$ cat src/sv/dual_pump_off_delay_controller_core_assert.svh
// Assertion macros used by the pump controller merge module.
`ifndef DUAL_PUMP_OFF_DELAY_CONTROLLER_CORE_ASSERT_SVH
`define DUAL_PUMP_OFF_DELAY_CONTROLLER_CORE_ASSERT_SVH

// Check a condition at every clock edge outside reset.
`define DPODC_ASSERT_ALWAYS(label, cond, msg) \
	label: assert property (@(posedge clk) disable iff (!arst_n) (cond)) \
		else $error(msg);

// Check that a trigger is followed by a consequence in the next clock cycle.
`define DPODC_ASSERT_NEXT(label, trig, cons, msg) \
	label: assert property (@(posedge clk) disable iff (!arst_n) (trig) |=> (cons)) \
		else $error(msg);

`endif

$ cat src/sv/dpodc_pkg.sv
// Shared types and constants of the dual pump off-delay controller.
package dpodc_pkg;

	localparam int NUM_PUMPS = 2;
	localparam int ADDR_W    = 5;
	localparam int REG_IDX_W = 3;
	localparam int SAMPLE_W  = 10;
	localparam int DELAY_W   = 16;
	localparam int PERIOD_W  = 17;
	localparam int RUN_W     = 8;

	// register indexes
	localparam logic [REG_IDX_W-1:0] REG_DELAY_DEFAULT  = 3'd0;
	localparam logic [REG_IDX_W-1:0] REG_DELAY_LONG1    = 3'd1;
	localparam logic [REG_IDX_W-1:0] REG_DELAY_LONG2    = 3'd2;
	localparam logic [REG_IDX_W-1:0] REG_DELAY_LONG3    = 3'd3;
	localparam logic [REG_IDX_W-1:0] REG_PROTECT_PERIOD = 3'd4;
	localparam logic [REG_IDX_W-1:0] REG_PROTECT_RUN    = 3'd5;

	// register reset values
	localparam logic [DELAY_W-1:0]  RST_DELAY_DEFAULT  = 16'd120;
	localparam logic [DELAY_W-1:0]  RST_DELAY_LONG1    = 16'd600;
	localparam logic [DELAY_W-1:0]  RST_DELAY_LONG2    = 16'd1200;
	localparam logic [DELAY_W-1:0]  RST_DELAY_LONG3    = 16'd1800;
	localparam logic [PERIOD_W-1:0] RST_PROTECT_PERIOD = 17'd86400;
	localparam logic [RUN_W-1:0]    RST_PROTECT_RUN    = 8'd60;

	// switch ladder decode levels
	localparam logic [SAMPLE_W-1:0] LADDER_PROTECT = 10'd512;
	localparam logic [SAMPLE_W-1:0] LADDER_LONG1   = 10'd250;
	localparam logic [SAMPLE_W-1:0] LADDER_LONG2   = 10'd120;
	localparam logic [SAMPLE_W-1:0] LADDER_LONG3   = 10'd60;

	typedef enum logic [1:0] {
		MODE_IDLE = 2'd0,
		MODE_EN   = 2'd1,
		MODE_PRT  = 2'd2,
		MODE_DIS  = 2'd3
	} mode_t;

	typedef struct packed {
		logic                cmd_pump0;
		logic                cmd_pump1;
		logic                sample_valid;
		logic                sample_pump;
		logic [SAMPLE_W-1:0] sample_value;
	} tick_t;

	typedef struct packed {
		logic drive_pump0;
		logic drive_pump1;
		logic status_pump0;
		logic status_pump1;
	} result_t;

	typedef struct packed {
		logic [DELAY_W-1:0]  delay_default;
		logic [DELAY_W-1:0]  delay_long1;
		logic [DELAY_W-1:0]  delay_long2;
		logic [DELAY_W-1:0]  delay_long3;
		logic [PERIOD_W-1:0] protect_period;
		logic [RUN_W-1:0]    protect_run;
	} cfg_t;

	typedef struct packed {
		logic drive;
		logic status;
	} lane_res_t;

endpackage

$ cat src/sv/dual_pump_off_delay_controller_core.sv
// Top level of the dual pump off-delay controller.
// Each accepted tick word updates both pumps at once: one lane per pump
// decodes the switch sample addressed to it and steps its mode sequencer, and the
// merge stage packs both lanes into the result word. A new tick can be taken every
// cycle while tick_stall is low. A two-entry output buffer lets the next tick be
// taken while a result waits; tick_stall rises only when both entries are occupied.
// Configuration sits behind an APB port (registers at byte addresses 0, 4, ... 20,
// pready always high); the user is to write it only while the block is idle, which
// the block itself does not enforce. Counters already loaded keep their values.
module dual_pump_off_delay_controller_core
	import dpodc_pkg::*;
(
	input  logic              clk,
	input  logic              arst_n,
	// tick channel
	input  logic              tick_valid,
	output logic              tick_stall,
	input  tick_t             tick,
	// result channel
	output logic              res_valid,
	input  logic              res_stall,
	output result_t           res,
	// configuration port
	input  logic              psel,
	input  logic              penable,
	input  logic              pwrite,
	input  logic [ADDR_W-1:0] paddr,
	input  logic [31:0]       pwdata,
	output logic [31:0]       prdata,
	output logic              pready
);

	cfg_t                 cfg_q;
	logic                 cfg_wr;
	logic [REG_IDX_W-1:0] reg_idx;
	logic                 accept;
	logic                 full;
	logic [NUM_PUMPS-1:0] cmd_vec;
	lane_res_t            lane_res [NUM_PUMPS];

	assign pready  = 1'b1;
	assign reg_idx = paddr[ADDR_W-1:2];
	assign cfg_wr  = psel && penable && pwrite && pready;

	// register file; writes to unused indexes drop silently
	always_ff @(posedge clk or negedge arst_n) begin
		if (!arst_n) begin
			cfg_q.delay_default  <= RST_DELAY_DEFAULT;
			cfg_q.delay_long1    <= RST_DELAY_LONG1;
			cfg_q.delay_long2    <= RST_DELAY_LONG2;
			cfg_q.delay_long3    <= RST_DELAY_LONG3;
			cfg_q.protect_period <= RST_PROTECT_PERIOD;
			cfg_q.protect_run    <= RST_PROTECT_RUN;
		end else if (cfg_wr) begin
			unique case (reg_idx)
				REG_DELAY_DEFAULT:  cfg_q.delay_default  <= pwdata[DELAY_W-1:0];
				REG_DELAY_LONG1:    cfg_q.delay_long1    <= pwdata[DELAY_W-1:0];
				REG_DELAY_LONG2:    cfg_q.delay_long2    <= pwdata[DELAY_W-1:0];
				REG_DELAY_LONG3:    cfg_q.delay_long3    <= pwdata[DELAY_W-1:0];
				REG_PROTECT_PERIOD: cfg_q.protect_period <= pwdata[PERIOD_W-1:0];
				REG_PROTECT_RUN:    cfg_q.protect_run    <= pwdata[RUN_W-1:0];
				default: ;
			endcase
		end
	end

	// read back, zero-extended
	always_comb begin
		prdata = 32'd0;
		unique case (reg_idx)
			REG_DELAY_DEFAULT:  prdata = {16'd0, cfg_q.delay_default};
			REG_DELAY_LONG1:    prdata = {16'd0, cfg_q.delay_long1};
			REG_DELAY_LONG2:    prdata = {16'd0, cfg_q.delay_long2};
			REG_DELAY_LONG3:    prdata = {16'd0, cfg_q.delay_long3};
			REG_PROTECT_PERIOD: prdata = {15'd0, cfg_q.protect_period};
			REG_PROTECT_RUN:    prdata = {24'd0, cfg_q.protect_run};
			default:            prdata = 32'd0;
		endcase
	end

	// take a tick whenever the output buffer has room
	assign tick_stall = full;
	assign accept     = tick_valid && !tick_stall;
	assign cmd_vec    = {tick.cmd_pump1, tick.cmd_pump0};

	// one lane per pump; the sample reaches only the pump it names
	for (genvar p = 0; p < NUM_PUMPS; p++) begin : g_lane
		dpodc_lane u_lane (
			.clk          (clk),
			.arst_n       (arst_n),
			.en           (accept),
			.cmd          (cmd_vec[p]),
			.sample_hit   (tick.sample_valid && (tick.sample_pump == 1'(p))),
			.sample_value (tick.sample_value),
			.cfg          (cfg_q),
			.res          (lane_res[p])
		);
	end

	// pack both lanes and hold the result word until taken
	dpodc_merge u_merge (
		.clk       (clk),
		.arst_n    (arst_n),
		.push      (accept),
		.lane_res  (lane_res),
		.full      (full),
		.res_valid (res_valid),
		.res_stall (res_stall),
		.res       (res)
	);

endmodule

$ cat src/sv/dpodc_lane.sv
// One pump lane: switch sample decode, mode sequencer and counters.
module dpodc_lane
	import dpodc_pkg::*;
(
	input  logic                clk,
	input  logic                arst_n,
	input  logic                en,
	input  logic                cmd,
	input  logic                sample_hit,
	input  logic [SAMPLE_W-1:0] sample_value,
	input  cfg_t                cfg,
	output lane_res_t           res
);

	mode_t               mode_q, mode_d;
	logic                drive_q, drive_d;
	logic                status_q, status_d;
	logic                prot_q, prot_d;
	logic [DELAY_W-1:0]  delay_q, delay_dec, delay_d;
	logic [PERIOD_W-1:0] idle_q, idle_d;
	logic [RUN_W-1:0]    run_q, run_d;

	// sample decode; delay loads are held off during off-delay
	always_comb begin
		logic [SAMPLE_W-1:0] v;
		logic                load;
		v         = sample_value;
		load      = (mode_q != MODE_DIS);
		prot_d    = prot_q;
		delay_dec = delay_q;
		if (sample_hit) begin
			if (v > LADDER_PROTECT) begin
				prot_d = 1'b1;
				if (load) delay_dec = cfg.delay_default;
				v = v - LADDER_PROTECT;
			end else if (v < LADDER_PROTECT) begin
				prot_d = 1'b0;
				if (load) delay_dec = cfg.delay_default;
			end
			if (v > LADDER_LONG1) begin
				if (load) delay_dec = cfg.delay_long1;
			end else if (v > LADDER_LONG2) begin
				if (load) delay_dec = cfg.delay_long2;
			end else if (v > LADDER_LONG3) begin
				if (load) delay_dec = cfg.delay_long3;
			end
		end
	end

	// next mode
	always_comb begin
		mode_d = mode_q;
		unique case (mode_q)
			MODE_IDLE: begin
				if (drive_q != cmd) mode_d = cmd ? MODE_EN : MODE_DIS;
				else if (idle_q == '0) mode_d = MODE_PRT;
			end
			MODE_EN: mode_d = MODE_IDLE;
			MODE_PRT: begin
				if (run_q == '0) mode_d = MODE_IDLE;
				else if (cmd) mode_d = MODE_EN;
			end
			MODE_DIS: begin
				if (delay_q == '0) mode_d = MODE_IDLE;
				else if (cmd) mode_d = MODE_EN;
			end
			default: mode_d = MODE_IDLE;
		endcase
	end

	// counters, drive and status
	always_comb begin
		drive_d  = drive_q;
		status_d = status_q;
		idle_d   = idle_q;
		run_d    = run_q;
		delay_d  = delay_dec;
		unique case (mode_q)
			MODE_IDLE: begin
				if (drive_q != cmd) begin
					status_d = cmd;
				end else if (idle_q == '0) begin
					idle_d   = cfg.protect_period;
					status_d = 1'b1;
					drive_d  = 1'b1;
				end else if (prot_d) begin
					idle_d = idle_q - 1'b1;
				end else begin
					idle_d = cfg.protect_period;
				end
			end
			MODE_EN: begin
				drive_d = 1'b1;
				idle_d  = cfg.protect_period;
			end
			MODE_PRT: begin
				if (run_q == '0) begin
					run_d    = cfg.protect_run;
					drive_d  = 1'b0;
					status_d = 1'b0;
				end else if (cmd) begin
					run_d    = cfg.protect_run;
					status_d = 1'b1;
				end else begin
					run_d = run_q - 1'b1;
				end
			end
			MODE_DIS: begin
				if (delay_q == '0) begin
					drive_d = 1'b0;
					idle_d  = cfg.protect_period;
				end else if (cmd) begin
					run_d    = cfg.protect_run;
					status_d = 1'b1;
				end else begin
					delay_d = delay_q - 1'b1;
				end
			end
			default: ;
		endcase
	end

	always_ff @(posedge clk or negedge arst_n) begin
		if (!arst_n) begin
			mode_q   <= MODE_IDLE;
			drive_q  <= 1'b0;
			status_q <= 1'b0;
			prot_q   <= 1'b0;
			delay_q  <= RST_DELAY_DEFAULT;
			idle_q   <= RST_PROTECT_PERIOD;
			run_q    <= RST_PROTECT_RUN;
		end else if (en) begin
			mode_q   <= mode_d;
			drive_q  <= drive_d;
			status_q <= status_d;
			prot_q   <= prot_d;
			delay_q  <= delay_d;
			idle_q   <= idle_d;
			run_q    <= run_d;
		end
	end

	assign res.drive  = drive_d;
	assign res.status = status_d;

endmodule

$ cat src/sv/dpodc_merge.sv
// Merge of the lane results into the result word, with a two-entry output buffer.
`include "dual_pump_off_delay_controller_core_assert.svh"
module dpodc_merge
	import dpodc_pkg::*;
(
	input  logic      clk,
	input  logic      arst_n,
	input  logic      push,
	input  lane_res_t lane_res [NUM_PUMPS],
	output logic      full,
	output logic      res_valid,
	input  logic      res_stall,
	output result_t   res
);

	result_t    word;
	result_t    buf_q [2];
	logic [1:0] cnt_q;
	logic       pop;

	assign word.drive_pump0  = lane_res[0].drive;
	assign word.drive_pump1  = lane_res[1].drive;
	assign word.status_pump0 = lane_res[0].status;
	assign word.status_pump1 = lane_res[1].status;

	assign res_valid = (cnt_q != 2'd0);
	assign full      = (cnt_q == 2'd2);
	assign res       = buf_q[0];
	assign pop       = res_valid && !res_stall;

	always_ff @(posedge clk or negedge arst_n) begin
		if (!arst_n) begin
			cnt_q <= 2'd0;
		end else begin
			cnt_q <= cnt_q + {1'b0, push} - {1'b0, pop};
		end
	end

	always_ff @(posedge clk) begin
		if (push && pop) begin
			if (cnt_q == 2'd1) begin
				buf_q[0] <= word;
			end else begin
				buf_q[0] <= buf_q[1];
				buf_q[1] <= word;
			end
		end else if (push) begin
			buf_q[cnt_q[0]] <= word;
		end else if (pop) begin
			buf_q[0] <= buf_q[1];
		end
	end

	`DPODC_ASSERT_ALWAYS(a_cnt_legal, cnt_q != 2'd3, "output buffer count out of range")
	`DPODC_ASSERT_NEXT(a_push_fills, push && !pop, cnt_q == $past(cnt_q) + 2'd1, "push lost")
	`DPODC_ASSERT_NEXT(a_pop_drains, pop && !push, cnt_q == $past(cnt_q) - 2'd1, "pop lost")

endmodule
$ cat config.mk
export PLATFORM = sky130hd
export DESIGN_NAME = dual_pump_off_delay_controller_core
export DESIGN_NICKNAME = d
export VERILOG_FILES = /design/src/sv/dpodc_pkg.sv /design/src/sv/dual_pump_off_delay_controller_core.sv /design/src/sv/dpodc_lane.sv /design/src/sv/dpodc_merge.sv
export VERILOG_INCLUDE_DIRS = /design/src /design/src/sv
export SDC_FILE = /design/constraint.sdc
export NUM_CORES = 1
export LEC_CHECK = 0
export BUFFER_PORTS_ARGS = -buffer_cell sky130_fd_sc_hd__buf_2
export CORE_UTILIZATION = 40
export CTS_CLUSTER_DIAMETER = 150
export DETAILED_ROUTE_END_ITERATION = 8
export GPL_ROUTABILITY_DRIVEN = 0
export SYNTH_ARGS = -nofsm -noshare
export SYNTH_HDL_FRONTEND = slang
export SYNTH_SLANG_ARGS = --single-unit
$ cat constraint.sdc
create_clock -name clk -period 2.8 [get_ports clk]
set_input_delay 0.56 -clock clk [delete_from_list [all_inputs] [get_ports clk]]
set_output_delay 0.56 -clock clk [all_outputs]
set_load 0.01 [all_outputs]
Word level (Yosys, flattened, before mapping)
Memories as Yosys holds them, arrays and structs flattened.
Index checks and enable logic that the tools add are counted.
{"block": "classes", "addsub": 9, "multipliers": 0, "n_div": 0, "order_cmp": 8, "n_eq_ne": 27, "shifts": 0, "n_mux": 110, "bitwise": 3, "n_reduce_logical": 36}
{"cell": "$mux 16", "n": 26}
{"cell": "$mux 17", "n": 8}
{"cell": "$pmux 17 s3", "n": 2}
{"cell": "$pmux 17 s6", "n": 1}
{"cell": "$mux 8", "n": 8}
{"cell": "$mux 1", "n": 39}
{"cell": "$logic_not 17->1", "n": 2}
{"cell": "$sub 17x1->17 const B", "n": 2}
{"cell": "$logic_not 16->1", "n": 2}
{"cell": "$pmux 8 s2", "n": 2}
{"cell": "$sub 16x1->16 const B", "n": 2}
{"cell": "$mux 10", "n": 3}
{"cell": "$mux 2", "n": 12}
{"cell": "$gt 10x6->1 const B", "n": 2}
{"cell": "$gt 10x7->1 const B", "n": 2}
{"cell": "$gt 10x8->1 const B", "n": 2}
{"cell": "$logic_not 8->1", "n": 2}
{"cell": "$ne 2x2->1 const B", "n": 8}
{"cell": "$pmux 2 s4", "n": 2}
{"cell": "$reduce_and 2->1", "n": 8}
{"cell": "$reduce_and 4->1", "n": 4}
{"cell": "$sub 8x1->8 const B", "n": 2}
{"cell": "$mux 4", "n": 3}
{"cell": "$eq 2x2->1 const B", "n": 5}
{"cell": "23 further kinds", "n": 44}
{"block": "totals", "reg_bits": 183, "latchBits": 0, "ram_bits": 8, "rom_bits": 0, "input_bits": 58, "out_inout_bits": 39, "wordCells": 215, "memories": 1}
{"name": "u_merge.buf_q", "words": 2, "word_bits": 4, "rd": 2, "rd_clocked_by_memory_dff": 0, "wr": 2, "line_no": "dpodc_merge.sv:17", "text": "result_t buf_q [2];"}

Logic depth before layout (Yosys ltp)
Gate-level depths: netlist of run 1.
{"block": "depth", "word_depth": 12, "mapped_depth": 11, "ltp_nobuf": 8}

Hierarchy
Synthesis of run 1 repeated with hierarchy kept, for this count alone.
{"block": "unflattened", "hier_cells": 1452, "area_unflattened_um2": 13108.8}
{"mod": "dual_pump_off_delay_controller_core", "instances": 1, "cells_per_inst": 321, "area_per_inst_um2": 4369.2, "seq_area_each_um2": 2258.4}
{"mod": "dpodc_lane at g_lane[1].u_lane", "instances": 1, "cells_per_inst": 534, "area_per_inst_um2": 4142.7, "seq_area_each_um2": 1167.4}
{"mod": "dpodc_lane at g_lane[0].u_lane", "instances": 1, "cells_per_inst": 560, "area_per_inst_um2": 4085.2, "seq_area_each_um2": 1167.4}
{"mod": "dpodc_merge", "instances": 1, "cells_per_inst": 37, "area_per_inst_um2": 511.7, "seq_area_each_um2": 290.3}

Worst setup path before layout of run 1
OpenSTA, ideal clock, no wires.
{"block": "synth_timing", "path_type": "input to register", "start": "input tick_valid", "end": "memory u_merge.buf_q[0][0] in the netlist's numbering (data pin)", "setup_time_ns": 0.260, "t_arrival_ns": 2.379, "required_time_ns": 2.540, "path_slack_ns": 0.161, "path_stages": 9, "n_path_buf": 3, "path_cell_list": "nand2_1 > inv_1 > clkbuf_1 > clkbuf_1 > clkbuf_1 > ha_1 > nand2_1 > o21ai_1 > mux2_2"}
{"element": "start: declaration", "line_no": "dual_pump_off_delay_controller_core.sv:16", "text": "input logic tick_valid,"}
{"element": "end: declaration", "line_no": "dpodc_merge.sv:17"}

Final worst setup path of run 1
{"block": "layout_timing", "start": "register g_lane[1].u_lane.delay_q[0]", "end": "register g_lane[1].u_lane.delay_q[7]"}
{"block": "layout_via", "elab_chain_len": 4, "word_cells_on_any_way": 5, "cone_classes": "add/sub: 1; mux: 3; reduce/logical: 1"}
{"element": "start: declaration", "line_no": "dpodc_lane.sv:19", "text": "logic [DELAY_W-1:0] delay_q, delay_dec, delay_d;"}
{"element": "start signal: assignment", "line_no": "dpodc_lane.sv:137", "text": "delay_q <= delay_d;"}
{"element": "$sub 16x1->16", "line_no": "dpodc_lane.sv:116", "text": "delay_d = delay_q - 1'b1;"}
{"element": "$mux 16", "line_no": "dpodc_lane.sv:112", "text": "end else if (cmd) begin"}
{"element": "$mux 16 *", "line_no": "dpodc_lane.sv:109", "text": "if (delay_q == '0) begin"}
{"element": "$mux 16 *", "line_no": "dpodc_lane.sv:78", "text": "unique case (mode_q)"}
Mark *: on every way between the ends. The rest lies on a longest branch, timed or not.
A chain may end at the register's enable or synchronous reset.

==> metrics.txt, run 1 <==
status complete, but fails checks; failing checks DRC; delay of the slowest critical-path stage 0.49 ns; Post-synth EDFFs 8; layout cells sized above 1 about a quarter; ys async rst share between 90% and 100%; Antenna Diode Count 0; Mean Syn Cell Area slightly above 9 µm²; CP top delay family simple AND/OR/NAND/NOR gates; design area approximately 14,000 µm²; worst reg-to-reg path cell count 9; adder-cell share of the synthesized area about 1.4%; Core Box Area ~31,000 µm²; Die Area roughly 32,000 µm²; Hold Path Class in -> async; pin count of the biggest net entering global routing 64; Clock Pin Slew Worst Setup and Hold Paths 0.08 ns; nets approximately 1,600; r2r setup slk ~0.15 ns; compound-gate portion of the synthesized area 21.0%; mapped cell area between 10,000 and 15,000 µm²; post-synthesis mux area share between 10% and 20%; static leakage around 6.0 nW; total power ~13 mW; row count 64; main combinational cell family by area after synthesis compound AO/OA/AOI/OAI gates; ANT nets after route 0; Initial Utilization 40.8%; Worst Setup SP g_lane[1].u_lane.delay_q[0]$_DFFE_PN0P_; Non-Filler Instances between 1,500 and 2,000; relative slew slack between 20% and 30%; MaxCap Viol Count 0; Num Clock Sinks between 150 and 200; CP Max Fanout 9; Initial DRT Pass Iterations 8; worst reg2reg endpoint g_lane[1].u_lane.delay_q[7]$_DFFE_PN0P_; DR WL/cell 23.1 µm; Worst R2R Start g_lane[1].u_lane.delay_q[0]$_DFFE_PN0P_; dpl hpwl approximately 32,000 µm; placed cell area 13,900 µm²; crit path time final about 2.6 ns; via count roughly 12,000; VDD IR max 0.460 mV; CTS root buf clkbuf_16; Synth Area in Simple Gates a little under a fifth; Fillers just under 3,000; f_max 378 MHz; Horiz. Die Dim ~180 µm; Finish-stage setup viols 0; Post-Synth XOR/XNOR Area less than 1%; Worst Setup EP g_lane[1].u_lane.delay_q[7]$_DFFE_PN0P_; clk_skew roughly 0.015 ns; max-slew violation count 0; Startpoint Class flop; Mapped Cells around 1,400; FF+latch count, synth between 150 and 200; WP depth 9; Via density roughly 6.3; RSZ-0062 raised after global routing no; Clock Latency Late Sink between 0.4 and 0.5 ns; initial antenna violation count 0; distinct cell type count after synthesis 92; first-pass GRT wire length between 60,000 and 70,000 µm; setup bufs post-CTS 0; CTS Buf Count 17; grt ovf 0; Tightest Pin Transition between 1 and 1.5 ns; Max Root-Sink Buffers 2; fin util around 47%; vias in the first global route approximately 11,000; DR iter-0 viols ~1,400; Setup CP Type reg -> reg; Slowest-stage cell, CP nor3b_1; PD cells around 930 nW/µm²; final hold vios 0; Crit path arrival time roughly 3 ns; Ports 97; ys flop type dfrtp_1; critical path, cell by cell inv_1, ha_1, nor3b_1, and4_1, buf_4, o21ai_0, nor2_2, a32o_1, a21oi_1; H-tree Lvls 4; die height approximately 180 µm; GRT Overall Usage 28.0%; final wirelength roughly 44,000 µm; sequential area share after synthesis roughly 39%; Worst EP required 3.13 ns; CTS tree done; fin crit share between 90% and 100%; CP Capture Type flop; synthesis-to-layout area growth 15.3%; Buf/Inv on CP 2; placed cells between 1,500 and 2,000; setup TNS 0 ns; Syn. warnings 0; DRC errors left 24; I/O Buffers 63
worst reg2reg max path, delay by kind of cell, from the launching register on:
| family | cells | cell delay [ns] |
|---|---|---|
| buf+inv | 2 | 0.24 |
| simple gates | 3 | 1.24 |
| compound gates | 3 | 0.47 |
| fa+ha+maj | 1 | 0.18 |
| flops | 1 | 0.41 |
worst min-delay path by stage:
stage / cells after the start / slack (ns) / endpoint / start
2_1_floorplan: 0 / 0.26 / cfg_q[0]$_DFFE_PN0P_ / arst_n
3_3_place_gp: 1 / 0.47 / g_lane[0].u_lane.idle_q[15]$_DFFE_PN0P_ / g_lane[0].u_lane.idle_q[15]$_DFFE_PN0P_
3_5_place_dp: 1 / 0.48 / g_lane[0].u_lane.idle_q[15]$_DFFE_PN0P_ / g_lane[0].u_lane.idle_q[15]$_DFFE_PN0P_
4_1_cts: 1 / 0.05 / g_lane[1].u_lane.delay_q[7]$_DFFE_PN0P_ / arst_n
5_1_grt: 1 / 0.07 / cfg_q[83]$_DFFE_PN0P_ / arst_n
6_report: 1 / 0.06 / g_lane[1].u_lane.delay_q[7]$_DFFE_PN0P_ / arst_n
placed cells by master, fill, tap and decap left out, types with 7 or more instances in the layout:
cell type / instances
dfrtp_1: 132
nand2_1: 115
buf_4: 109
mux2_2: 98
o21ai_0: 98
a21oi_1: 94
nor2_1: 81
buf_2: 62
nor3_1: 59
mux2i_1: 56
dfstp_2: 51
inv_1: 49
nand3_1: 49
nor4_1: 32
o22ai_1: 23
a31oi_1: 19
clkbuf_16: 17
a22o_1: 16
and3_1: 16
conb_1: 16
a22oi_1: 15
nand4_1: 15
or3_1: 14
o211ai_1: 14
ha_1: 14
nand2b_1: 13
o2bb2ai_1: 13
o31ai_1: 11
a32oi_1: 10
a211oi_1: 9
a221o_1: 9
a221oi_1: 8
edfxtp_1: 8
or4_1: 7
power breakdown:
group	total (mW)	leakage (nW)	switching, mW	internal [mW]
combinational	5.90	3.46	3.35	2.55
sequential	5.21	2.26	1.30	3.91
clock	2.34	0.260	1.15	1.19
repair_timing:
action                                  CTS  global route
hold buffers                              0             0
resized for setup                         0             5
endpoints found under the setup margin    0            21
cells by family after synthesis:
kind of cell | count (synthesis)
AND/OR/NAND/NOR | 461
flip-flops | 191
AO/OA/AOI/OAI | 400
multiplexers | 159
other | 2
adder cells (fa/ha/maj) | 14
buffers and inverters | 149
XOR/XNOR | 3
sequential cells by signal (all words and copies together), names as in the netlist:
| register | flops |
|---|---|
| g_lane.u_lane.run_q | 16 |
| u_merge.cnt_q | 2 |
| u_merge.buf_q | 8 |
| g_lane.u_lane.status_q | 2 |
| g_lane.u_lane.mode_q | 4 |
| cfg_q | 89 |
| g_lane.u_lane.idle_q | 34 |
| g_lane.u_lane.delay_q | 32 |
| g_lane.u_lane.prot_q | 2 |
| g_lane.u_lane.drive_q | 2 |
per-layer routing:
layer	part of all wire (%)	global-route usage, %	up-vias	routed length [µm]
met2	44	41.0	601	19100
li1	-	-	5410	-
met1	44	39.8	5885	19200
met5	0	0	-	0
met3	9.2	6.36	85	4040
met4	3.4	10.5	0	1500
cells in the mapped netlist (13+ instances only):
library cell / count / area share (%)
inv_1: 49 / 1.5
dfrtp_1: 132 / 26
buf_4: 18 / 1.1
nor3_1: 61 / 2.4
a22o_1: 16 / 1.1
or3_1: 14 / 0.70
nand2_1: 115 / 3.4
a31oi_1: 19 / 0.95
nand4_1: 15 / 0.75
nor4_1: 33 / 1.6
o22ai_1: 23 / 1.1
a21oi_1: 94 / 3.7
buf_2: 20 / 0.80
and3_1: 16 / 0.80
mux2_2: 98 / 8.8
a22oi_1: 15 / 0.90
nand2b_1: 14 / 0.70
ha_1: 14 / 1.4
o211ai_1: 14 / 0.84
o21ai_0: 99 / 3.9
clkbuf_1: 58 / 1.7
mux2i_1: 56 / 4.5
o2bb2ai_1: 13 / 0.91
dfstp_2: 51 / 11
nor2_1: 83 / 2.5
nand3_1: 49 / 2.0
stage by stage:
step,hold WS [ns],setup slack (ns)
finish,0.0560,0.151
floorplan,0.264,0.161
detailed placement,0.479,-0.0180
CTS,0.0456,0.0606
global route,0.0663,0.0191
global placement,0.472,0.0225
final cells by class:
type	count	area (µm²)	area share (%)
Clock inverter	11	82.6	0.570
Multi-Input combinational cell	1053	7110	49.1
Clock buffer	21	460	3.18
Inverter	49	184	1.27
Sequential cell	191	4880	33.7
Timing Repair Buffer	178	1260	8.72
Tap cell	396	495	3.42
Power figures use the tool's default switching activity.
==> inputs of run 2 (changes only) <==
CORE_ASPECT_RATIO = 0.8   (was unset)
SETUP_SLACK_MARGIN = 0.1   (was unset)
==> metrics.txt, run 2 (synthesized netlist as in run 1, its figures left out) <==
status complete, no violations; commonest non-fill, non-tap cell in the layout dfrtp_1; max-slew violation count 0; VDD IR max roughly 0.5 mV; H-tree Lvls 4; most frequent cells in the layout dfrtp_1 (132), buf_4 (124), nand2_1 (115); hold-fix buffers at CTS 0; CTS tree done; Worst Setup SP g_lane[0].u_lane.delay_q[10]$_DFFE_PN0P_; DRC errors left 0; row count 57; Finish-stage setup viols 0; max FFs per register 89; dpl hpwl 33,200 µm; layout cells sized above 1 between 20 and 30%; CTS root buf clkbuf_16; worst reg-to-reg path cell count 6; Worst EP required 3.13 ns; critical path, cell by cell nor4_1, nand4b_1, nand2_1, nand3_1, a221oi_1, o31ai_1; Num Clock Sinks 191; Setup CP Type reg -> reg; Horiz. Die Dim about 200 µm; Clock Pin Slew Worst Setup and Hold Paths roughly 0.080 ns; Initial Utilization 41.0%; DR iter-0 viols around 1,400; grt ovf 0; via count between 10,000 and 15,000; PD cells 935 nW/µm²; fin crit share 95.0%; worst reg2reg endpoint g_lane[0].u_lane.delay_q[14]$_DFFE_PN0P_; Max Root-Sink Buffers 2; I/O Buffers 63; GRT Overall Usage around 28%; die height 160 µm; Worst Setup EP g_lane[0].u_lane.delay_q[14]$_DFFE_PN0P_; Startpoint Class flop; vias in the first global route ~11,000; Slowest-stage cell, CP nor4_1; MaxCap Viol Count 0; Tightest Pin Transition ~0.84 ns; DR WL/cell roughly 23 µm; setup TNS 0 ns; Antenna Diode Count 0; Die Area approximately 32,000 µm²; Regs by FF count cfg_q (89), g_lane.u_lane.idle_q (34), g_lane.u_lane.delay_q (32); Via density ~6.2; crit path time final around 2.7 ns; CP Capture Type flop; pin count of the biggest net entering global routing 74; Clock Latency Late Sink 0.45 ns; nets around 1,600; r2r setup slk 0.14 ns; CTS Buf Count 17; final hold vios 0; Initial DRT Pass Iterations 6; Crit path arrival time approximately 3 ns; design area approximately 15,000 µm²; delay of the slowest critical-path stage roughly 0.62 ns; static leakage about 6.1 nW; initial antenna violation count 3; f_max 376 MHz; CP Max Fanout 10; ANT nets after route 0; RSZ-0062 raised after global routing no; first-pass GRT wire length slightly below 70,000 µm; clk_skew around 0.015 ns; Worst R2R Start g_lane[0].u_lane.delay_q[10]$_DFFE_PN0P_; relative slew slack approximately 44%; final wirelength 43,600 µm; synthesis-to-layout area growth 16.9%; Biggest register cfg_q; Hold Path Class in -> async; Core Box Area between 30,000 and 40,000 µm²; placed cell area approximately 14,000 µm²; Ports 97
==> run 2: cell count changes in the layout (fill, tap and decap cells not counted), moves of 3 or more <==
cell | before | now
clkinv_4 | 3 | 6
nor2_1 | 81 | 77
nor2_2 | 4 | 8
buf_4 | 109 | 124
==> run 2: metal layers <==
metal / share of wire (%) / GRT usage, % / up-vias / routed length (µm)
li1: - / - / 5450 / -
met1: 45 / 41.8 / 5889 / 19700
met2: 41 / 38.6 / 626 / 17900
met3: 12 / 8.02 / 64 / 5060
met4: 2.2 / 7.43 / 0 / 950
met5: 0 / 0 / - / 0
==> run 2: worst min path at each step <==
stage | endpoint | slack (ns) | cells past startpoint
after floorplan | cfg_q[0]$_DFFE_PN0P_ | 0.26 | 0
after global placement | g_lane[0].u_lane.idle_q[15]$_DFFE_PN0P_ | 0.47 | 1
after detailed placement | g_lane[0].u_lane.idle_q[15]$_DFFE_PN0P_ | 0.47 | 1
after CTS | g_lane[1].u_lane.prot_q$_DFFE_PN0P_ | 0.1 | 1
after global routing | g_lane[1].u_lane.prot_q$_DFFE_PN0P_ | 0.10 | 1
final | g_lane[1].u_lane.prot_q$_DFFE_PN0P_ | 0.07 | 1
==> run 2: cell type report <==
class,instances,area (µm²)
timing repair buffer,194,1400
clock buffer,18,439
sequential,191,4880
multi-input combinational,1053,7120
fill,2939,15900
tap,413,517
clock inverter,14,131
inverter,49,184
==> run 2: per-stage QoR <==
step,util [%],cells,setup WS [ns],power (mW),hold WS [ns]
after global routing,48.0,1932,0.0748,14.6,0.102
final,48.0,1932,0.140,13.7,0.0708
after CTS,47.8,1932,0.146,13.6,0.0988
after global placement,46.0,1900,0.0660,11.0,0.471
after floorplan,-,1393,0.161,8.74,0.264
after detailed placement,46.0,1900,0.0165,11.1,0.475
==> run 2: where the power goes <==
part	leakage [nW]	internal (mW)	switching [mW]
clock network	0.270	1.19	1.23
registers	2.26	3.91	1.21
logic	3.56	2.67	3.51
total	6.09	7.77	5.95
==> run 2: repair_timing <==
action	CTS	global route
setup buffers	0	0
gates resized for setup	0	10
endpoints found under the setup margin	0	23
==> run 2: worst max-delay path, delay by kind of cell, from the launching register on <==
kind | cells | cell delay, ns
and+or+nand+nor | 4 | 1.54
AOI/OAI and AO/OA | 2 | 0.50
DFF | 1 | 0.50
